--- config.mk ---
export PLATFORM = sky130hd
export DESIGN_NAME = motor_feedback_frame_unwrap_flat
export DESIGN_NICKNAME = d
export VERILOG_FILES = /design/src/rtl/core/mffu_pkg.sv /design/src/rtl/core/mffu_if.sv /design/src/rtl/core/mffu_cfg.sv /design/src/rtl/core/mffu_decode.sv /design/src/rtl/core/mffu_track.sv /design/src/rtl/core/motor_feedback_frame_unwrap.sv /design/src/flat_wrapper.sv
export SDC_FILE = /design/constraint.sdc
export NUM_CORES = 1
export LEC_CHECK = 0
export BUFFER_PORTS_ARGS = -buffer_cell sky130_fd_sc_hd__buf_2
export CAP_MARGIN = 40
export CORE_MARGIN = 2
export CORE_UTILIZATION = 50
export CTS_CLUSTER_DIAMETER = 120
export DETAILED_ROUTE_END_ITERATION = 16
export HOLD_SLACK_MARGIN = 0.1
export PLACE_DENSITY = 0.73
export SYNTH_ARGS = -nofsm -noshare
export SYNTH_HDL_FRONTEND = slang
export SYNTH_SLANG_ARGS = --single-unit
--- constraint.sdc ---
create_clock -name clk -period 12.4 [get_ports clk]
set_clock_uncertainty 0.1 [all_clocks]
set_input_delay 1.86 -clock clk [delete_from_list [all_inputs] [get_ports clk]]
set_output_delay 1.86 -clock clk [all_outputs]
set_load 0.02 [all_outputs]
--- src/rtl/core/mffu_pkg.sv ---
`default_nettype none
// ----------------------------------------------------------------------------
// Motor feedback frame unwrap package
// Shared constants, register codes and structs for the frame unwrap block.
// ----------------------------------------------------------------------------
package mffu_pkg;

  localparam int unsigned TRACKED_MOTORS_DEF   = 2;
  localparam int unsigned MAX_PLAIN_MOTORS_DEF = 8;

  localparam int unsigned ID_W       = 11;
  localparam int unsigned BYTE_W     = 8;
  localparam int unsigned WORD_W     = 16;
  localparam int unsigned TOTAL_W    = 32;
  localparam int unsigned SLOT_W     = 3;
  localparam int unsigned COUNT_W    = 4;
  localparam int unsigned DELTA_W    = WORD_W + 2;
  localparam int unsigned APB_ADDR_W = 3;
  localparam int unsigned APB_DATA_W = 32;

  localparam logic [ID_W-1:0]    PLAIN_FIRST_ID      = 11'h201;
  localparam logic [COUNT_W-1:0] PLAIN_COUNT_RESET   = 4'd4;
  localparam logic [ID_W-1:0]    TRACKED_BASE_RESET  = 11'd517;

  localparam logic signed [DELTA_W-1:0] HALF_TURN       = 18'sd4096;
  localparam logic signed [DELTA_W-1:0] COUNTS_PER_TURN = 18'sd8192;

  typedef enum logic {
    REG_PLAIN_COUNT  = 1'b0,
    REG_TRACKED_BASE = 1'b1
  } reg_sel_t;

  typedef struct packed {
    logic [COUNT_W-1:0] plain_motor_count;
    logic [ID_W-1:0]    tracked_base_id;
  } cfg_t;

  typedef struct packed {
    logic              is_plain;
    logic [SLOT_W-1:0] plain_slot;
    logic              is_tracked;
    logic              tracked_slot;
  } match_t;

endpackage
`default_nettype wire

--- src/rtl/core/mffu_if.sv ---
`default_nettype none
// ----------------------------------------------------------------------------
// Frame unwrap channel interfaces
// Valid/ready channels for feedback frames and decoded results.
// ----------------------------------------------------------------------------
interface mffu_frame_if;
  logic       valid;
  logic       ready;
  logic [10:0] frame_id;
  logic [7:0] angle_high;
  logic [7:0] angle_low;
  logic [7:0] speed_high;
  logic [7:0] speed_low;
  logic [7:0] current_high;
  logic [7:0] current_low;
  logic [7:0] temperature_in;

  modport source (
    output valid, frame_id, angle_high, angle_low, speed_high, speed_low,
           current_high, current_low, temperature_in,
    input  ready
  );
  modport sink (
    input  valid, frame_id, angle_high, angle_low, speed_high, speed_low,
           current_high, current_low, temperature_in,
    output ready
  );
endinterface

interface mffu_result_if;
  logic               valid;
  logic               ready;
  logic               is_plain;
  logic [2:0]         plain_slot;
  logic               is_tracked;
  logic               tracked_slot;
  logic [15:0]        angle_counts;
  logic signed [15:0] speed_value;
  logic signed [15:0] current_value;
  logic [7:0]         temperature_out;
  logic signed [31:0] total_counts;

  modport source (
    output valid, is_plain, plain_slot, is_tracked, tracked_slot, angle_counts,
           speed_value, current_value, temperature_out, total_counts,
    input  ready
  );
  modport sink (
    input  valid, is_plain, plain_slot, is_tracked, tracked_slot, angle_counts,
           speed_value, current_value, temperature_out, total_counts,
    output ready
  );
endinterface
`default_nettype wire

--- src/rtl/core/mffu_cfg.sv ---
`default_nettype none
// ----------------------------------------------------------------------------
// Frame unwrap configuration registers
// APB-style register file holding the plain motor count and tracked base id.
// ----------------------------------------------------------------------------
module mffu_cfg (
  input  wire logic                            clk,
  input  wire logic                            rst,
  input  wire logic                            psel,
  input  wire logic                            penable,
  input  wire logic                            pwrite,
  input  wire logic [mffu_pkg::APB_ADDR_W-1:0] paddr,
  input  wire logic [mffu_pkg::APB_DATA_W-1:0] pwdata,
  output logic      [mffu_pkg::APB_DATA_W-1:0] prdata,
  output logic                                 pready,
  output mffu_pkg::cfg_t                       cfg
);
  import mffu_pkg::*;

  reg_sel_t sel;
  logic     wr_en;

  assign sel    = reg_sel_t'(paddr[2]);
  assign wr_en  = psel && penable && pwrite;
  assign pready = 1'b1;

  always_ff @(posedge clk) begin
    if (rst) begin
      cfg.plain_motor_count <= PLAIN_COUNT_RESET;
      cfg.tracked_base_id   <= TRACKED_BASE_RESET;
    end else if (wr_en) begin
      case (sel)
        REG_PLAIN_COUNT:  cfg.plain_motor_count <= pwdata[COUNT_W-1:0];
        REG_TRACKED_BASE: cfg.tracked_base_id   <= pwdata[ID_W-1:0];
        default: ;
      endcase
    end
  end

  always_comb begin
    case (sel)
      REG_PLAIN_COUNT:  prdata = {{(APB_DATA_W-COUNT_W){1'b0}}, cfg.plain_motor_count};
      REG_TRACKED_BASE: prdata = {{(APB_DATA_W-ID_W){1'b0}}, cfg.tracked_base_id};
      default:          prdata = '0;
    endcase
  end

endmodule
`default_nettype wire

--- src/rtl/core/mffu_decode.sv ---
`default_nettype none
// ----------------------------------------------------------------------------
// Frame identifier decode
// Matches the identifier against the plain and tracked motor ranges.
// ----------------------------------------------------------------------------
module mffu_decode #(
  parameter int unsigned TRACKED_MOTORS   = mffu_pkg::TRACKED_MOTORS_DEF,
  parameter int unsigned MAX_PLAIN_MOTORS = mffu_pkg::MAX_PLAIN_MOTORS_DEF,
  parameter int unsigned IDX_W            = 1
) (
  input  wire logic [mffu_pkg::ID_W-1:0] frame_id,
  input  mffu_pkg::cfg_t                 cfg,
  output mffu_pkg::match_t               match,
  output logic      [IDX_W-1:0]          tracked_index
);
  import mffu_pkg::*;

  logic [ID_W-1:0] plain_off;
  logic [ID_W-1:0] tracked_off;
  logic            plain_hit;
  logic            tracked_hit;

  assign plain_off   = frame_id - PLAIN_FIRST_ID;
  assign tracked_off = frame_id - cfg.tracked_base_id;

  assign plain_hit = (frame_id >= PLAIN_FIRST_ID)
                  && (plain_off < {{(ID_W-COUNT_W){1'b0}}, cfg.plain_motor_count})
                  && (plain_off < ID_W'(MAX_PLAIN_MOTORS));

  assign tracked_hit = (frame_id >= cfg.tracked_base_id)
                    && (tracked_off < ID_W'(TRACKED_MOTORS));

  assign match.is_plain     = plain_hit;
  assign match.plain_slot   = plain_hit ? plain_off[SLOT_W-1:0] : '0;
  assign match.is_tracked   = tracked_hit;
  assign match.tracked_slot = tracked_hit ? tracked_off[0] : 1'b0;
  assign tracked_index      = tracked_off[IDX_W-1:0];

endmodule
`default_nettype wire

--- src/rtl/core/mffu_track.sv ---
`default_nettype none
// ----------------------------------------------------------------------------
// Multi-turn angle tracker
// Keeps the last angle and the unwrapped multi-turn total of each tracked motor.
// ----------------------------------------------------------------------------
module mffu_track #(
  parameter int unsigned TRACKED_MOTORS = mffu_pkg::TRACKED_MOTORS_DEF,
  parameter int unsigned IDX_W          = 1
) (
  input  wire logic                          clk,
  input  wire logic                          rst,
  input  wire logic                          update,
  input  wire logic        [IDX_W-1:0]       index,
  input  wire logic        [mffu_pkg::WORD_W-1:0] angle,
  output logic signed      [mffu_pkg::TOTAL_W-1:0] total_next
);
  import mffu_pkg::*;

  logic [TRACKED_MOTORS-1:0]         seen;
  logic [WORD_W-1:0]                 prev_angle [TRACKED_MOTORS];
  logic signed [TOTAL_W-1:0]         turn_total [TRACKED_MOTORS];

  logic [WORD_W-1:0]                 base_angle;
  logic signed [TOTAL_W-1:0]         base_total;
  logic signed [DELTA_W-1:0]         raw_delta;
  logic signed [DELTA_W-1:0]         delta;

  // A motor seen for the first time starts from its own angle and a zero total.
  always_comb begin
    base_angle = seen[index] ? prev_angle[index] : angle;
    base_total = seen[index] ? turn_total[index] : '0;
    raw_delta  = $signed({2'b00, angle}) - $signed({2'b00, base_angle});
    if (raw_delta > HALF_TURN) begin
      delta = raw_delta - COUNTS_PER_TURN;
    end else if (raw_delta < -HALF_TURN) begin
      delta = raw_delta + COUNTS_PER_TURN;
    end else begin
      delta = raw_delta;
    end
    total_next = base_total + {{(TOTAL_W-DELTA_W){delta[DELTA_W-1]}}, delta};
  end

  always_ff @(posedge clk) begin
    if (rst) begin
      seen <= '0;
    end else if (update) begin
      seen[index] <= 1'b1;
    end
  end

  always_ff @(posedge clk) begin
    if (update) begin
      prev_angle[index] <= angle;
      turn_total[index] <= total_next;
    end
  end

endmodule
`default_nettype wire

--- src/rtl/core/motor_feedback_frame_unwrap.sv ---
`default_nettype none
// ----------------------------------------------------------------------------
// Motor feedback frame unwrap
// Decodes motor feedback frames and keeps multi-turn totals of tracked motors.
//
// Frames arrive on the valid/ready channel "frame"; each one yields exactly
// one transaction on the channel "result". A frame is captured in an input
// register, decoded and unwrapped in the following cycle, and the result is
// held in an output register. One frame is accepted every cycle while the
// receiver does not stall; frames for the same motor may follow each other
// directly, since the tracker state is written at the same edge that loads the
// result register. When the receiver stalls, the result register holds its
// transaction and the input register still takes one more frame before ready
// drops. Reset empties both registers, clears every tracked motor's first-frame
// flag and loads the register defaults (four plain motors, tracked base
// identifier 0x205). The APB port writes registers at byte addresses 0 and 4;
// the user must write it only while idle; the block itself does not enforce it.
// ----------------------------------------------------------------------------
module motor_feedback_frame_unwrap #(
  parameter int unsigned TRACKED_MOTORS   = mffu_pkg::TRACKED_MOTORS_DEF,
  parameter int unsigned MAX_PLAIN_MOTORS = mffu_pkg::MAX_PLAIN_MOTORS_DEF
) (
  input  wire logic                            clk,
  input  wire logic                            rst,
  mffu_frame_if.sink                           frame,
  mffu_result_if.source                        result,
  input  wire logic                            psel,
  input  wire logic                            penable,
  input  wire logic                            pwrite,
  input  wire logic [mffu_pkg::APB_ADDR_W-1:0] paddr,
  input  wire logic [mffu_pkg::APB_DATA_W-1:0] pwdata,
  output logic      [mffu_pkg::APB_DATA_W-1:0] prdata,
  output logic                                 pready
);
  import mffu_pkg::*;

  localparam int unsigned IDX_W = (TRACKED_MOTORS > 1) ? $clog2(TRACKED_MOTORS) : 1;

  cfg_t                     cfg;
  match_t                   match;
  logic [IDX_W-1:0]         tracked_index;
  logic signed [TOTAL_W-1:0] total_next;

  logic                     s1_valid;
  logic [ID_W-1:0]          s1_id;
  logic [WORD_W-1:0]        s1_angle;
  logic [WORD_W-1:0]        s1_speed;
  logic [WORD_W-1:0]        s1_current;
  logic [BYTE_W-1:0]        s1_temp;

  logic                     s2_valid;
  logic                     advance;
  logic                     accept;

  assign advance     = s1_valid && (!s2_valid || result.ready);
  assign frame.ready = !s1_valid || advance;
  assign accept      = frame.valid && frame.ready;

  mffu_cfg u_cfg (
    .clk     (clk),
    .rst     (rst),
    .psel    (psel),
    .penable (penable),
    .pwrite  (pwrite),
    .paddr   (paddr),
    .pwdata  (pwdata),
    .prdata  (prdata),
    .pready  (pready),
    .cfg     (cfg)
  );

  always_ff @(posedge clk) begin
    if (rst) begin
      s1_valid <= 1'b0;
    end else if (frame.ready) begin
      s1_valid <= frame.valid;
    end
  end

  always_ff @(posedge clk) begin
    if (accept) begin
      s1_id      <= frame.frame_id;
      s1_angle   <= {frame.angle_high, frame.angle_low};
      s1_speed   <= {frame.speed_high, frame.speed_low};
      s1_current <= {frame.current_high, frame.current_low};
      s1_temp    <= frame.temperature_in;
    end
  end

  mffu_decode #(
    .TRACKED_MOTORS   (TRACKED_MOTORS),
    .MAX_PLAIN_MOTORS (MAX_PLAIN_MOTORS),
    .IDX_W            (IDX_W)
  ) u_decode (
    .frame_id      (s1_id),
    .cfg           (cfg),
    .match         (match),
    .tracked_index (tracked_index)
  );

  mffu_track #(
    .TRACKED_MOTORS (TRACKED_MOTORS),
    .IDX_W          (IDX_W)
  ) u_track (
    .clk        (clk),
    .rst        (rst),
    .update     (advance && match.is_tracked),
    .index      (tracked_index),
    .angle      (s1_angle),
    .total_next (total_next)
  );

  always_ff @(posedge clk) begin
    if (rst) begin
      s2_valid <= 1'b0;
    end else if (!s2_valid || result.ready) begin
      s2_valid <= s1_valid;
    end
  end

  always_ff @(posedge clk) begin
    if (advance) begin
      result.is_plain        <= match.is_plain;
      result.plain_slot      <= match.plain_slot;
      result.is_tracked      <= match.is_tracked;
      result.tracked_slot    <= match.tracked_slot;
      result.angle_counts    <= s1_angle;
      result.speed_value     <= $signed(s1_speed);
      result.current_value   <= $signed(s1_current);
      result.temperature_out <= s1_temp;
      result.total_counts    <= match.is_tracked ? total_next : '0;
    end
  end

  assign result.valid = s2_valid;

endmodule
`default_nettype wire
--- src/flat_wrapper.sv ---
// flat-port wrapper written by rule: the top's interface ports become plain ports
module motor_feedback_frame_unwrap_flat import mffu_pkg::*;
#(
  parameter int unsigned TRACKED_MOTORS   = mffu_pkg::TRACKED_MOTORS_DEF,
  parameter int unsigned MAX_PLAIN_MOTORS = mffu_pkg::MAX_PLAIN_MOTORS_DEF
)
  (clk, rst, psel, penable, pwrite, paddr, pwdata, prdata, pready, frame_valid, frame_frame_id, frame_angle_high, frame_angle_low, frame_speed_high, frame_speed_low, frame_current_high, frame_current_low, frame_temperature_in, frame_ready, result_valid, result_is_plain, result_plain_slot, result_is_tracked, result_tracked_slot, result_angle_counts, result_speed_value, result_current_value, result_temperature_out, result_total_counts, result_ready);
  mffu_frame_if frame_i ();
  mffu_result_if result_i ();
  input  wire logic clk;
  input  wire logic rst;
  input  wire logic psel;
  input  wire logic penable;
  input  wire logic pwrite;
  input  wire logic [mffu_pkg::APB_ADDR_W-1:0] paddr;
  input  wire logic [mffu_pkg::APB_DATA_W-1:0] pwdata;
  output logic      [mffu_pkg::APB_DATA_W-1:0] prdata;
  output logic pready;
  input wire logic [$bits(frame_i.valid)-1:0] frame_valid;
  input wire logic [$bits(frame_i.frame_id)-1:0] frame_frame_id;
  input wire logic [$bits(frame_i.angle_high)-1:0] frame_angle_high;
  input wire logic [$bits(frame_i.angle_low)-1:0] frame_angle_low;
  input wire logic [$bits(frame_i.speed_high)-1:0] frame_speed_high;
  input wire logic [$bits(frame_i.speed_low)-1:0] frame_speed_low;
  input wire logic [$bits(frame_i.current_high)-1:0] frame_current_high;
  input wire logic [$bits(frame_i.current_low)-1:0] frame_current_low;
  input wire logic [$bits(frame_i.temperature_in)-1:0] frame_temperature_in;
  output wire logic [$bits(frame_i.ready)-1:0] frame_ready;
  output wire logic [$bits(result_i.valid)-1:0] result_valid;
  output wire logic [$bits(result_i.is_plain)-1:0] result_is_plain;
  output wire logic [$bits(result_i.plain_slot)-1:0] result_plain_slot;
  output wire logic [$bits(result_i.is_tracked)-1:0] result_is_tracked;
  output wire logic [$bits(result_i.tracked_slot)-1:0] result_tracked_slot;
  output wire logic [$bits(result_i.angle_counts)-1:0] result_angle_counts;
  output wire logic [$bits(result_i.speed_value)-1:0] result_speed_value;
  output wire logic [$bits(result_i.current_value)-1:0] result_current_value;
  output wire logic [$bits(result_i.temperature_out)-1:0] result_temperature_out;
  output wire logic [$bits(result_i.total_counts)-1:0] result_total_counts;
  input wire logic [$bits(result_i.ready)-1:0] result_ready;
  assign frame_i.valid = frame_valid;
  assign frame_i.frame_id = frame_frame_id;
  assign frame_i.angle_high = frame_angle_high;
  assign frame_i.angle_low = frame_angle_low;
  assign frame_i.speed_high = frame_speed_high;
  assign frame_i.speed_low = frame_speed_low;
  assign frame_i.current_high = frame_current_high;
  assign frame_i.current_low = frame_current_low;
  assign frame_i.temperature_in = frame_temperature_in;
  assign frame_ready = frame_i.ready;
  assign result_valid = result_i.valid;
  assign result_is_plain = result_i.is_plain;
  assign result_plain_slot = result_i.plain_slot;
  assign result_is_tracked = result_i.is_tracked;
  assign result_tracked_slot = result_i.tracked_slot;
  assign result_angle_counts = result_i.angle_counts;
  assign result_speed_value = result_i.speed_value;
  assign result_current_value = result_i.current_value;
  assign result_temperature_out = result_i.temperature_out;
  assign result_total_counts = result_i.total_counts;
  assign result_i.ready = result_ready;
  motor_feedback_frame_unwrap #(.TRACKED_MOTORS(TRACKED_MOTORS), .MAX_PLAIN_MOTORS(MAX_PLAIN_MOTORS)) u_core (.clk(clk), .rst(rst), .frame(frame_i), .result(result_i), .psel(psel), .penable(penable), .pwrite(pwrite), .paddr(paddr), .pwdata(pwdata), .prdata(prdata), .pready(pready));
endmodule
Word level (Yosys, flattened, before mapping)
Memories as Yosys holds them, arrays and structs flattened.
Index checks and enable logic that the tools add are counted.

storage, ports and cells
  bits in registers = 180
  RAM bits = 96
  input bits = 109
  output and inout port bits = 129
  word-level logic and storage cells = 64
  memories = 2

memory list
  memory                     words  bits a word  read ports  clocked after memory_dff  wr ports  line              text
  u_core.u_track.turn_total  2      32           1           0                         1         mffu_track.sv:21  logic signed [TOTAL_W-1:0] turn_total [TRACKED_MOTORS];
  u_core.u_track.prev_angle  2      16           1           0                         1         mffu_track.sv:20  logic [WORD_W-1:0] prev_angle [TRACKED_MOTORS];

operators by class
  add/subtract/negate cells = 6
  order comparisons = 9
  muxes and demuxes = 11
  bitwise logic cells = 2
  reduce and logical (&&, ||, !) cells = 15

operators by type and width
  kind                      count
  $pmux W32 S2              1
  $mux W18                  2
  $add A32 B32 Y32          1
  $mux W32                  1
  $add A17 B15 Y18 const B  1
  $sub A17 B15 Y18 const B  1
  $gt A17 B14 Y1 const B    1
  $lt A17 B13 Y1 const B    1
  $sub A16 B16 Y17          1
  $mux W16                  1
  $ge A11 B10 Y1 const B    1
  $ge A11 B11 Y1            1
  $lt A11 B2 Y1 const B     1
  $lt A11 B4 Y1             1
  $lt A11 B4 Y1 const B     1
  $sub A11 B10 Y11 const B  1
  $sub A11 B11 Y11          1
  $logic_and A1 B1 Y1       9
  $mux W1                   5
  $reduce_and A2 Y1         2
  $logic_not A1 Y1          2
  $logic_or A1 B1 Y1        2
  $lt A1 B2 Y1 const B      1
  $or A2 B2 Y2              1
  other kinds (3)           3

Logic depth before layout (Yosys ltp)
Gate-level depths: netlist (run 1).

  depth after elaboration = 9
  mapped depth = 30
  gate-level depth less buffers = 28

Cells and area by module
From an unflattened synthesis (run 1), not the netlist that was laid out.

unflattened totals
  cells, all modules = 1,004
  area total of the unflattened synthesis = 13,233.9 sq um

by module, submodules not included
  module                       instances  cells an instance  area an instance (sq um)  seq. area each (sq um)
  mffu_track                   1          581                6,324.8                   2,922.8
  motor_feedback_frame_unwrap  1          207                5,181.2                   4,874.7
  mffu_cfg                     1          99                 923.4                     300.3
  mffu_decode                  1          117                804.5                     0.0

Worst setup path after synthesis (run 1)
OpenSTA, ideal clock, no wires.

  kind = input port to flip-flop
  from = input port result_ready
  to = memory u_core.u_track.prev_angle[1][0], enable pin
  setup time = 526 ps
  data arrival time = 9,710 ps
  data required time = 11,774 ps
  slack = 2,064 ps
  stages on the path = 3
  buffers on the path = 0
  cell sequence = nor2b_1 > nor2b_1 > nor3b_1

between the ends
  cells in the longest elaborated chain, start to end = 5

ends and longest elaborated chain
  item                           line                                text
  start: declaration             flat_wrapper.sv:39                  input wire logic [$bits(result_i.ready)-1:0] result_ready;
  $logic_or A1 B1 Y1             motor_feedback_frame_unwrap.sv:55   assign advance = s1_valid && (!s2_valid || result.ready);
  $logic_and A1 B1 Y1            motor_feedback_frame_unwrap.sv:55
  net u_core.advance             motor_feedback_frame_unwrap.sv:52   logic advance;
  $logic_and A1 B1 Y1            motor_feedback_frame_unwrap.sv:107  .update (advance && match.is_tracked),
  $mux W1                        mffu_track.sv:52                    if (update) begin
  $mux W1 (implied by the code)  mffu_track.sv:53                    prev_angle[index] <= angle;
  end: declaration               mffu_track.sv:20

The timed path passes the listed nets, and every way through them passes these cells.

Worst setup path after layout (run 1)
  from = register u_core.s1_id[0]
  to = register u_core.result.total_counts[29] (netlist bit), data pin

between the ends
  cells in the longest elaborated chain, start to end = 9
  elaborated cells between the ends (all ways) = 18
  classes of those cells = add/sub: 5; order compare: 4; mux: 6; reduce/logical: 1; memory: 2

ends and longest elaborated chain
  item                                                line                                text
  start: declaration                                  motor_feedback_frame_unwrap.sv:45   logic [ID_W-1:0] s1_id;
  start signal: assignment                            motor_feedback_frame_unwrap.sv:82   s1_id <= frame.frame_id;
  $sub A11 B11 Y11 *                                  mffu_decode.sv:24                   assign tracked_off = frame_id - cfg.tracked_base_id;
  $mux W1 (implied by the code) (2 in series)         mffu_track.sv:30, mffu_track.sv:31
  $mux W16                                            mffu_track.sv:30                    base_angle = seen[index] ? prev_angle[index] : angle;
  $sub A16 B16 Y17                                    mffu_track.sv:32                    raw_delta = $signed({2'b00, angle}) - $signed({2'b00, base_angle});
  $add A17 B15 Y18 or $lt A17 B13 Y1 (tied branches)  mffu_track.sv:36, mffu_track.sv:35
  $mux W18                                            mffu_track.sv:35                    end else if (raw_delta < -HALF_TURN) begin
  $mux W18                                            mffu_track.sv:33                    if (raw_delta > HALF_TURN) begin
  $add A32 B32 Y32 *                                  mffu_track.sv:40                    total_next = base_total + {{(TOTAL_W-DELTA_W){delta[DELTA_W-1]}}, delta};
  net u_core.total_next[29]                           motor_feedback_frame_unwrap.sv:42   logic signed [TOTAL_W-1:0] total_next;
  end signal: assignment                              motor_feedback_frame_unwrap.sv:131  result.total_counts <= match.is_tracked ? total_next : '0;
  end: declaration                                    mffu_if.sv:45                       speed_value, current_value, temperature_out, total_counts,

Mark *: on every way through the listed nets, which the timed path passes. The rest lies on a longest branch. The select of a mux whose other input is x is not followed.
A chain may end at the register's enable or synchronous reset.

==> qor.csv, run 1 <==
stage,metric,value,unit
place,placed_area,0.0143,mm2
route,firstDrtPassIters,5,
worst_setup_path,ff2ff_path_depth,28,
worst_setup_path,worst-path-max-fanout,36,
cts,ctsHoldBuffers,0,
die,die_w,165,um
die,core_area,0.0253,mm2
cts,clk_path_buf_depth,3,
place,gp_congestion,0.889,
timing,maxSlewHeadroom,0.400,
route,routed_wirelength,24500,um
outcome,status,completed,
timing,slew_violations,0,
timing,hold_viol,0,
cts,clock-sinks,276,
worst_setup_path,required,12600,ps
worst_setup_path,critical_path.startpoint,u_core.s1_id[0]$_DFFE_PP_,
route,avgRoutedWirePerCell,15.8,um
die,die_y,165,um
place,dp.cells,1498,
route,route.detailed.drc,0,
global_routing,overflow,0,
die,ios,238,
worst_setup_path,cp-end-kind,flip-flop,
synthesis,synth.avg_cell_area,13.1,um2
synthesis,synth_seq_area_share,0.627,
timing,rsz0062_at_grt,no,
power_and_ir_drop,power.total,2.15,mW
cts,post-cts-setup-buffers,0,
finish,drive_above_1_share,0.219,
worst_setup_path,crit-reg2reg-capture,u_core.result.total_counts[29]$_SDFFCE_PN0P_,
synthesis,syn_area,0.0129,mm2
synthesis,netlist_instances,989,
run,max-cap-violations,0,
power_and_ir_drop,vdd_drop_max,0.120,mV
worst_setup_path,crit_slowest_cell,or4_1,
route,ant_nets,0,
synthesis,synthArstFlopShare,0,
synthesis,yosysWarnings,0,
place,portBuffers,192,
route,vias_per_cell,5.32,
place,pre_cts_ws,4540,ps
worst_hold_path,holdPathStages,0,
finish,area_growth,17.0,%
finish,stdcell_count,1549,
worst_setup_path,crit_type,flip-flop to flip-flop,
timing,final.min_clock_period,7960,ps
worst_setup_path,cp_data_arrival_time,8160,ps
place,dp_hpwl,16900,um
synthesis,ys.flop_type,edfxtp_1,
worst_setup_path,max_stage_delay,560,ps
global_routing,first_global_vias,8041,
finish,final_area,0.0151,mm2
timing,whs,313,ps
synthesis,ys_seq_elements,276,
timing,fmax,126,MHz
finish,post-route-util,0.598,
synthesis,synth-edff-count,257,
global_routing,grt_pass1_wl,39100,um
timing,worstMarginPinSlew,899,ps
finish,nets,1373,
worst_setup_path,r2r_setup_slack,4440,ps
cts,clk-insertion-delay-late,550,ps
cts,cts_tree,done,
power_and_ir_drop,powerDensity,142,mW/mm2
cts,root_buffer,clkbuf_16,
worst_hold_path,min_to,u_core.result.temperature_out[0]$_DFFE_PP_,
global_routing,antenna_found_initial,1,
die,dieArea,0.0271,mm2
global_routing,grt_max_degree,68,
global_routing,track_usage,0.181,
timing,setup_viol,0,
timing,finalSetupTns,0,ps
die,initial_utilization,0.511,
route,vias,8235,
worst_setup_path,worstSetupStartpointType,flip-flop,
timing,fin_crit_sh,0.642,
worst_hold_path,hold_path.class,flip-flop to flip-flop,
worst_setup_path,worstReg2RegStart,u_core.s1_id[0]$_DFFE_PP_,
synthesis,synth_cell_types,69,
cts,cts_repair_resize_count,0,
power_and_ir_drop,power_leakage,6.06,nW
die,rows,58,
worst_hold_path,hp-start,u_core.s1_temp[0]$_DFFE_PP_,
cts,htree_levels,1,
cts,cts.reportedPaths.clkPinSlew,60,ps
timing,setup_slack,4440,ps
cts,cts_inserted_buffers,27,
route,initialDrtViolationCount,445,
-- placed cells by master (no fill, tap or decap), types with 12 or more instances in the layout --
cell / Yosys / layout
a21o_1: 19 / 19
a21oi_1: 72 / 72
a31oi_1: 12 / 12
and2_1: 42 / 41
buf_2: 0 / 192
clkbuf_16: 0 / 27
conb_1: 2 / 22
dfxtp_1: 19 / 19
edfxtp_1: 257 / 257
ha_1: 64 / 63
inv_1: 34 / 34
mux2i_1: 54 / 53
nand2_1: 58 / 58
nor2_1: 85 / 84
o21ai_0: 31 / 31
xnor2_1: 27 / 27
xor2_1: 20 / 20
-- how the worst max path moves through the flow --
stage          cells after the start                                      endpoint
5_1_grt                           28  u_core.result.total_counts[29]$_SDFFCE_PN0P_
3_3_place_gp                      30  u_core.result.total_counts[29]$_SDFFCE_PN0P_
2_1_floorplan                      3     u_core.u_track.prev_angle[1][0]$_DFFE_PP_
6_report                          28  u_core.result.total_counts[29]$_SDFFCE_PN0P_
4_1_cts                           28  u_core.result.total_counts[29]$_SDFFCE_PN0P_
3_5_place_dp                      28  u_core.result.total_counts[29]$_SDFFCE_PN0P_
-- registers in the layout, summed over array words and instances, names as in the netlist --
| register | flops |
|---|---|
| u_core.result.speed_value | 16 |
| u_core.u_cfg.cfg | 15 |
| u_core.result.total_counts | 32 |
| u_core.result.temperature_out | 8 |
| u_core.s1_angle | 16 |
| u_core.result.current_value | 16 |
| u_core.result.plain_slot | 3 |
| u_core.result.is_plain | 1 |
| u_core.result.angle_counts | 16 |
| u_core.s1_temp | 8 |
| u_core.result.tracked_slot | 1 |
| u_core.u_track.prev_angle | 32 |
| u_core.s1_id | 11 |
| u_core.result.valid | 1 |
| u_core.s1_speed | 16 |
| u_core.u_track.seen | 2 |
| u_core.result.is_tracked | 1 |
| u_core.s1_valid | 1 |
| u_core.u_track.turn_total | 64 |
| u_core.s1_current | 16 |
-- synth_stat cells, types with 2 or more instances --
cell type,n,area share
edfxtp_1,257,0.60
nor2_1,85,0.025
a21oi_1,72,0.028
ha_1,64,0.062
nand2_1,58,0.017
mux2i_1,54,0.042
and2_1,42,0.020
inv_1,34,0.0099
o21ai_0,31,0.012
xnor2_1,27,0.018
buf_4,23,0.013
xor2_1,20,0.014
a21o_1,19,0.011
clkbuf_1,19,0.0055
dfxtp_1,19,0.029
a31oi_1,12,0.0058
nand2b_1,10,0.0048
nand3_1,10,0.0039
nor2b_1,10,0.0048
nor3_1,10,0.0039
nand4_1,9,0.0044
a211oi_1,6,0.0035
a211o_1,5,0.0034
and3_1,5,0.0024
o31ai_1,5,0.0029
or2_2,5,0.0024
a21boi_0,4,0.0023
a21o_2,4,0.0027
nand3b_1,4,0.0023
nor4_1,4,0.0019
o211ai_1,4,0.0023
o21a_1,4,0.0023
o21bai_1,4,0.0023
o22a_1,4,0.0027
fa_1,3,0.0047
nand4b_1,3,0.0020
o221ai_1,3,0.0020
a2111o_1,2,0.0017
a31o_2,2,0.0014
conb_1,2,0.00058
o2111ai_1,2,0.0014
o21ba_2,2,0.0016
-- final cells by class --
cell class              count  area, um2
clock inverters            15        125
clock buffers              35        706
flip-flops and latches    276       8100
fillers                  2024      10100
multi-input cells         656       4550
well taps                 330        413
repair buffers            202       1090
diodes                      1       2.50
inverters                  34        128
-- cell families after synthesis --
kind of cell	share of synthesized area
flops	0.627
simple gates	0.102
compound gates	0.0994
buf+inv	0.0291
fa+ha+maj	0.0667
mux	0.0427
xor+xnor	0.0319
other cells	0.000582
-- metal layers --
metal  vias to the layer above  routed length [um]  global-route usage  part of all wire
li1                       4065                   -                   -                 -
met1                      3906               10600               0.228              0.43
met2                       203               11700               0.310              0.48
met3                        61                1220              0.0319             0.050
met4                         0                 946              0.0739             0.039
met5                         -                   0                   0                 0
-- where the power goes --
| group | internal, mW | switching, mW | total (mW) |
|---|---|---|---|
| sequential | 1.06 | 0.0128 | 1.08 |
| clock | 0.442 | 0.333 | 0.775 |
| combinational | 0.112 | 0.184 | 0.297 |
-- critical path, delay by kind of cell, from the launching register on --
family,cells,cell delay (ps)
buffers and inverters,4,680
AND/OR/NAND/NOR,6,1660
adder cells (fa/ha/maj),4,1320
AO/OA/AOI/OAI,11,2790
flip-flops,1,430
XOR/XNOR,2,320
multiplexers,1,410
Note: power is estimated with default switching activity, not from simulation.
==> run 2: changes to the inputs <==
--- a/config.mk
+++ b/config.mk
@@ -12,7 +12,7 @@
 export CTS_CLUSTER_DIAMETER = 120
 export DETAILED_ROUTE_END_ITERATION = 16
 export HOLD_SLACK_MARGIN = 0.1
-export PLACE_DENSITY = 0.73
+export PLACE_DENSITY = 0.76
 export SYNTH_ARGS = -nofsm -noshare
 export SYNTH_HDL_FRONTEND = slang
 export SYNTH_SLANG_ARGS = --single-unit
==> constraint.sdc (replaced) <==
create_clock -name clk -period 6.4 [get_ports clk]
set_clock_uncertainty 0.1 [all_clocks]
set_input_delay 0.96 -clock clk [delete_from_list [all_inputs] [get_ports clk]]
set_output_delay 0.96 -clock clk [all_outputs]
set_load 0.02 [all_outputs]
==> run 2 against run 1 <==
- the flow now finishes with violations (negative setup slack)
- cell area is 9.0% higher
- sequential share of layout area fell by 4.4 points
- die area did not move
- critical path type unchanged
- combinational power rose to 2.6 times the previous value
- fmax increased by 22%
- non-clock buffer count is 108 higher
- largest power group unchanged
- total power increased by 110%
==> qor.csv, run 2 (same netlist as run 1, synthesis figures left out) <==
stage,metric,value,unit,change
outcome,status,"complete, but fails checks",,was completed
outcome,failed_checks,negative setup slack,,
place,portBuffers,192,,unchanged
global_routing,grt_max_degree,68,,unchanged
finish,area_growth,27.6,%,was 17.0%
finish,top_register,u_core.u_track.turn_total,,unchanged
route,avgRoutedWirePerCell,17.5,um,was 15.8 um
worst_setup_path,cp_data_arrival_time,6690,ps,was 8160 ps
power_and_ir_drop,vdd_drop_max,0.258,mV,was 0.120 mV
route,route.detailed.drc,0,,unchanged
cts,clk_path_buf_depth,3,,unchanged
global_routing,grt_pass1_wl,44100,um,"was 39,100 um"
worst_setup_path,crit-reg2reg-capture,u_core.result.total_counts[31]$_SDFFCE_PN0P_,,was u_core.result.total_counts[29]$_SDFFCE_PN0P_
worst_setup_path,worstReg2RegStart,u_core.s1_id[0]$_DFFE_PP_,,unchanged
die,initial_utilization,0.511,,unchanged
route,initialDrtViolationCount,377,,was 445
place,gp_congestion,0.898,,was 0.889
route,vias_per_cell,5.37,,was 5.32
worst_setup_path,path_common_cell,buf_4,,
cts,cts_tree,done,,unchanged
worst_setup_path,critical_path.startpoint,u_core.s1_id[0]$_DFFE_PP_,,unchanged
worst_setup_path,crit_slowest_cell,fa_2,,was or4_1
timing,fin_crit_sh,1.02,,was 0.642
power_and_ir_drop,powerDensity,275,mW/mm2,was 142 mW/mm2
finish,largest_reg_flops,64,,unchanged
finish,nets,1482,,"was 1,373"
worst_setup_path,max_stage_delay,370,ps,was 560 ps
cts,clock-sinks,276,,unchanged
route,vias,8906,,"was 8,235"
cts,clk-insertion-delay-late,540,ps,was 550 ps
finish,top_regs,"u_core.u_track.turn_total (64), u_core.result.total_counts (32), u_core.u_track.prev_angle (32)",,unchanged
place,dp_hpwl,19300,um,"was 16,900 um"
timing,rsz0062_at_grt,yes,,was no
timing,hold_viol,0,,unchanged
timing,maxSlewHeadroom,0.402,,was 0.400
die,core_area,0.0253,mm2,unchanged
timing,final.min_clock_period,6520,ps,was 7960 ps
timing,worstMarginPinSlew,897,ps,was 899 ps
timing,fmax,153,MHz,was 126 MHz
run,max-cap-violations,0,,unchanged
global_routing,first_global_vias,8939,,"was 8,041"
worst_setup_path,crit_type,flip-flop to flip-flop,,unchanged
worst_hold_path,hp-start,u_core.s1_speed[1]$_DFFE_PP_,,was u_core.s1_temp[0]$_DFFE_PP_
die,dieArea,0.0271,mm2,unchanged
timing,setup_slack,-123,ps,was 4440 ps
worst_setup_path,worstSetupStartpointType,flip-flop,,unchanged
timing,whs,317,ps,was 313 ps
worst_setup_path,worst-path-max-fanout,6,,was 36
finish,diodes,0,,was 1
cts,cts.reportedPaths.clkPinSlew,60,ps,about the same
cts,root_buffer,clkbuf_16,,unchanged
worst_hold_path,holdPathStages,0,,unchanged
cts,ctsHoldBuffers,0,,unchanged
worst_hold_path,hold_path.class,flip-flop to flip-flop,,unchanged
finish,layout_common_cells,"257 x edfxtp_1, 192 x buf_2, 108 x buf_4",,"was 257 x edfxtp_1, 192 x buf_2, 84 x nor2_1"
global_routing,overflow,0,,unchanged
finish,post-route-util,0.652,,was 0.598
finish,final_common_cell,edfxtp_1,,unchanged
cts,cts_inserted_buffers,28,,was 27
worst_setup_path,cp-end-kind,flip-flop,,unchanged
worst_setup_path,cp_top_family,buffers and inverters,,was compound AO/OA/AOI/OAI gates
route,routed_wirelength,29000,um,"was 24,500 um"
timing,setup_viol,3,,was 0
worst_setup_path,required,6570,ps,"was 12,600 ps"
die,ios,238,,unchanged
timing,slew_violations,0,,unchanged
finish,drive_above_1_share,0.335,,was 0.219
die,die_y,165,um,unchanged
die,rows,58,,unchanged
worst_setup_path,ff2ff_path_depth,36,,was 28
global_routing,antenna_found_initial,0,,was 1
worst_setup_path,r2r_setup_slack,-120,ps,was 4440 ps
worst_setup_path,crit_buf_inv,21,,was 4
place,pre_cts_ws,-388,ps,was 4540 ps
global_routing,track_usage,0.207,,was 0.181
worst_hold_path,min_to,u_core.result.speed_value[1]$_DFFE_PP_,,was u_core.result.temperature_out[0]$_DFFE_PP_
cts,htree_levels,1,,unchanged
die,die_w,165,um,unchanged
route,firstDrtPassIters,5,,unchanged
power_and_ir_drop,power_leakage,6.76,nW,was 6.06 nW
route,ant_nets,0,,unchanged
-- run 2: cell types whose count changed in the layout (fill, tap and decap cells not counted), moves of 5 or more --
cell,change
a21oi_1,-14
a21oi_2,+12
buf_4,+101
buf_6,+5
ha_1,-5
o21ai_0,-7
xnor2_1,-8
xnor2_2,+8
-- run 2: per-layer routing --
metal,track usage,vias to the layer above,part of all wire
met2,0.352,301,0.48
met4,0.0656,0,0.032
met5,0,-,0
li1,-,4275,-
met1,0.255,4266,0.40
met3,0.0593,64,0.080
-- run 2: worst max-delay path by stage --
stage | endpoint | slack [ps] | depth (start not counted)
after floorplan | u_core.result.total_counts[31]$_SDFFCE_PN0P_ | 20 | 28
after global placement | u_core.result.total_counts[30]$_SDFFCE_PN0P_ | -240 | 27
after detailed placement | u_core.result.total_counts[31]$_SDFFCE_PN0P_ | -390 | 27
after CTS | u_core.result.total_counts[30]$_SDFFCE_PN0P_ | 40 | 28
after global routing | u_core.result.total_counts[31]$_SDFFCE_PN0P_ | -370 | 31
final | u_core.result.total_counts[31]$_SDFFCE_PN0P_ | -120 | 36
-- run 2: repair_timing --
| action | in CTS | in global routing |
|---|---|---|
| setup buffers | 23 | 17 |
| endpoints found under the setup margin | 24 | 37 |
| gates cloned | 0 | 1 |
| pin swaps | 14 | 55 |
| resized for setup | 15 | 72 |
-- run 2: metrics by stage --
step           power (mW)  setup TNS [ps]  cell area (um2)  cells
6_report             4.53            -314            16500   1657
4_1_cts              4.48               0            16000   1640
3_5_place_dp         2.79           -3600            14800   1566
3_3_place_gp         2.76           -1730            14800   1565
5_1_grt              4.71           -4380            16500   1657
2_1_floorplan        2.55               0            13100   1009
-- run 2: cell type report --
cell class	count	area, um2
clock inverter	13	149
clock buffer	38	801
fill	1888	8780
tap	330	413
inverter	34	128
multi-input combinational	656	4950
timing repair buffer	310	1940
sequential	276	8100
-- run 2: report_power, final --
group	switching (mW)	internal (mW)
registers	0.0277	2.06
logic	0.439	0.342
clock network	0.667	0.997
-- run 2: worst reg2reg max path: cells and delay by family, from the launching register on --
family	cells	cell delay [ps]
simple gates	3	620
mux	1	360
buf+inv	21	2490
flops	1	360
xor+xnor	1	200
compound gates	7	1260
fa+ha+maj	3	880
==> run 3: changes to the inputs <==
--- a/config.mk
+++ b/config.mk
@@ -13,6 +13,7 @@
 export DETAILED_ROUTE_END_ITERATION = 16
 export HOLD_SLACK_MARGIN = 0.1
 export PLACE_DENSITY = 0.76
+export SLEW_MARGIN = 0
 export SYNTH_ARGS = -nofsm -noshare
 export SYNTH_HDL_FRONTEND = slang
 export SYNTH_SLANG_ARGS = --single-unit
==> constraint.sdc (replaced) <==
create_clock -name clk -period 5.8 [get_ports clk]
set_clock_uncertainty 0.1 [all_clocks]
set_input_delay 0.87 -clock clk [delete_from_list [all_inputs] [get_ports clk]]
set_output_delay 0.87 -clock clk [all_outputs]
set_load 0.05 [all_outputs]
==> run 3 against run 2 <==
- the run still ends with negative setup slack left
- utilization down 0.22 points
- first-iteration DRC count up 18%
- die area unchanged
- sequential power up 10%
- clock power down 4%
- combinational power up 20%
- critical path type unchanged
- largest power group unchanged
- highest routed layer unchanged
==> qor.csv, run 3 (same netlist as run 1, synthesis figures left out) <==
stage,metric,value,unit,change
cts,clk_path_buf_depth,3,,unchanged
die,rows,58,,unchanged
timing,setup_viol,32,,was 3
timing,fin_crit_sh,1.06,,was 1.02
cts,root_buffer,clkbuf_16,,unchanged
cts,cts.reportedPaths.clkPinSlew,60,ps,about the same
timing,hold_viol,0,,unchanged
finish,final_area,0.0164,mm2,was 0.0165 mm2
finish,top_regs,"u_core.u_track.turn_total (64), u_core.result.total_counts (32), u_core.u_track.prev_angle (32)",,unchanged
power_and_ir_drop,vdd_drop_max,0.270,mV,was 0.258 mV
global_routing,track_usage,0.201,,was 0.207
finish,area_growth,27.2,%,was 27.6%
die,dieArea,0.0271,mm2,unchanged
timing,setup_slack,-357,ps,was -123 ps
worst_setup_path,crit_type,flip-flop to flip-flop,,unchanged
finish,top_register,u_core.u_track.turn_total,,unchanged
route,vias_per_cell,5.22,,was 5.37
timing,rsz0062_at_grt,yes,,unchanged
finish,final-seq-area,0.00810,mm2,unchanged
worst_setup_path,worstSetupStartpointType,flip-flop,,unchanged
timing,maxSlewHeadroom,0.407,,was 0.402
finish,multi_input_area,0.00496,mm2,was 0.00495 mm2
cts,clk-insertion-delay-late,540,ps,about the same
route,routed_wirelength,27400,um,"was 29,000 um"
timing,fmax,162,MHz,was 153 MHz
route,avgRoutedWirePerCell,16.4,um,was 17.5 um
run,max-cap-violations,0,,unchanged
place,gp_congestion,0.861,,was 0.898
timing,final.min_clock_period,6160,ps,was 6520 ps
cts,cts_inserted_buffers,27,,was 28
worst_setup_path,required,5980,ps,was 6570 ps
worst_setup_path,max_stage_delay,520,ps,was 370 ps
global_routing,antenna_found_initial,1,,was 0
route,initialDrtViolationCount,443,,was 377
power_and_ir_drop,power.total,4.84,mW,was 4.53 mW
timing,worstMarginPinSlew,889,ps,was 897 ps
worst_hold_path,hold_path.class,flip-flop to flip-flop,,unchanged
cts,cts_tree,done,,unchanged
finish,layout_common_cells,"257 x edfxtp_1, 192 x buf_2, 126 x buf_4",,"was 257 x edfxtp_1, 192 x buf_2, 108 x buf_4"
die,die_w,165,um,unchanged
finish,nets,1496,,"was 1,482"
place,placed_area,0.0151,mm2,was 0.0148 mm2
global_routing,grt_max_degree,68,,unchanged
power_and_ir_drop,powerDensity,295,mW/mm2,was 275 mW/mm2
place,portBuffers,192,,unchanged
die,die_y,165,um,unchanged
global_routing,overflow,0,,unchanged
timing,slew_violations,0,,unchanged
die,core_area,0.0253,mm2,unchanged
cts,clock-sinks,276,,unchanged
power_and_ir_drop,power_leakage,6.74,nW,was 6.76 nW
global_routing,first_global_vias,8718,,"was 8,939"
route,vias,8713,,"was 8,906"
outcome,failed_checks,negative setup slack,,unchanged
route,firstDrtPassIters,4,,was 5
route,ant_nets,0,,unchanged
place,dp_hpwl,19400,um,"was 19,300 um"
finish,drive_above_1_share,0.334,,was 0.335
worst_setup_path,crit_slowest_cell,or4_4,,was fa_2
worst_setup_path,worst-path-max-fanout,6,,unchanged
finish,nFillCells,1885,,"was 1,888"
finish,largest_reg_flops,64,,unchanged
die,ios,238,,unchanged
worst_setup_path,cp_data_arrival_time,6340,ps,was 6690 ps
cts,htree_levels,1,,unchanged
die,initial_utilization,0.511,,unchanged
route,route.detailed.drc,0,,unchanged
finish,final_common_cell,edfxtp_1,,unchanged
worst_setup_path,cp-end-kind,flip-flop,,unchanged
cts,ctsHoldBuffers,0,,unchanged
finish,diodes,0,,unchanged
outcome,status,"complete, but fails checks",,unchanged
global_routing,grt_pass1_wl,43100,um,"was 44,100 um"
==> run 3: power by group <==
group	internal [mW]	leakage [nW]	switching, mW	total, mW
sequential	2.27	2.53	0.0293	2.30
combinational	0.377	3.83	0.560	0.937
clock	0.894	0.389	0.707	1.60
total	3.54	6.74	1.30	4.84
==> run 3: per-layer routing <==
layer,up-vias,track usage,share of wire
li1,4310,-,-
met1,4112,0.250,0.42
met4,0,0.0553,0.019
met3,34,0.0578,0.078
met5,-,0,0
met2,257,0.344,0.48
==> run 3: per-stage QoR <==
| stage | hold slack [ps] | std cells | setup slack (ps) | TNS (ps) | util |
|---|---|---|---|---|---|
| floorplan | 300 | 1009 | -297 | -4030 | - |
| global route | 324 | 1670 | -668 | -17240 | 0.650 |
| finish | 316 | 1670 | -357 | -6250 | 0.650 |
| CTS | 319 | 1659 | -368 | -6700 | 0.640 |
| global placement | 300 | 1602 | -519 | -12360 | 0.598 |
| detailed placement | 305 | 1603 | -603 | -15900 | 0.599 |
==> run 3: area by class of cell <==
| cell class | instances | share of cell area |
|---|---|---|
| multi-input combinational | 656 | 0.302 |
| inverter | 34 | 0.00777 |
| clock buffer | 35 | 0.0449 |
| tap | 330 | 0.0252 |
| timing repair buffer | 325 | 0.122 |
| clock inverter | 14 | 0.00450 |
| sequential | 276 | 0.493 |
==> run 3: worst paths after layout <==
path	start	endpoint	slack, ps	depth (start not counted)
min	u_core.s1_temp[1]$_DFFE_PP_	u_core.result.temperature_out[1]$_DFFE_PP_	320	0
min reg2reg	u_core.s1_temp[1]$_DFFE_PP_	u_core.result.temperature_out[1]$_DFFE_PP_	320	0
max	u_core.s1_id[0]$_DFFE_PP_	u_core.result.total_counts[29]$_SDFFCE_PN0P_	-360	27
max reg2reg	u_core.s1_id[0]$_DFFE_PP_	u_core.result.total_counts[29]$_SDFFCE_PN0P_	-360	27
==> run 3: what timing repair did <==
action,CTS,global route
pin swaps,40,21
gates resized for setup,41,32
setup buffers,7,11
endpoints found under the setup margin,42,51
==> run 3: worst max-delay path: cells and delay by family (launching register included) <==
family / cells / cell delay [ps]
flip-flops: 1 / 360
AND/OR/NAND/NOR: 4 / 960
multiplexers: 1 / 360
buffers and inverters: 3 / 260
AO/OA/AOI/OAI: 13 / 2470
XOR/XNOR: 2 / 210
adder cells (fa/ha/maj): 4 / 1170
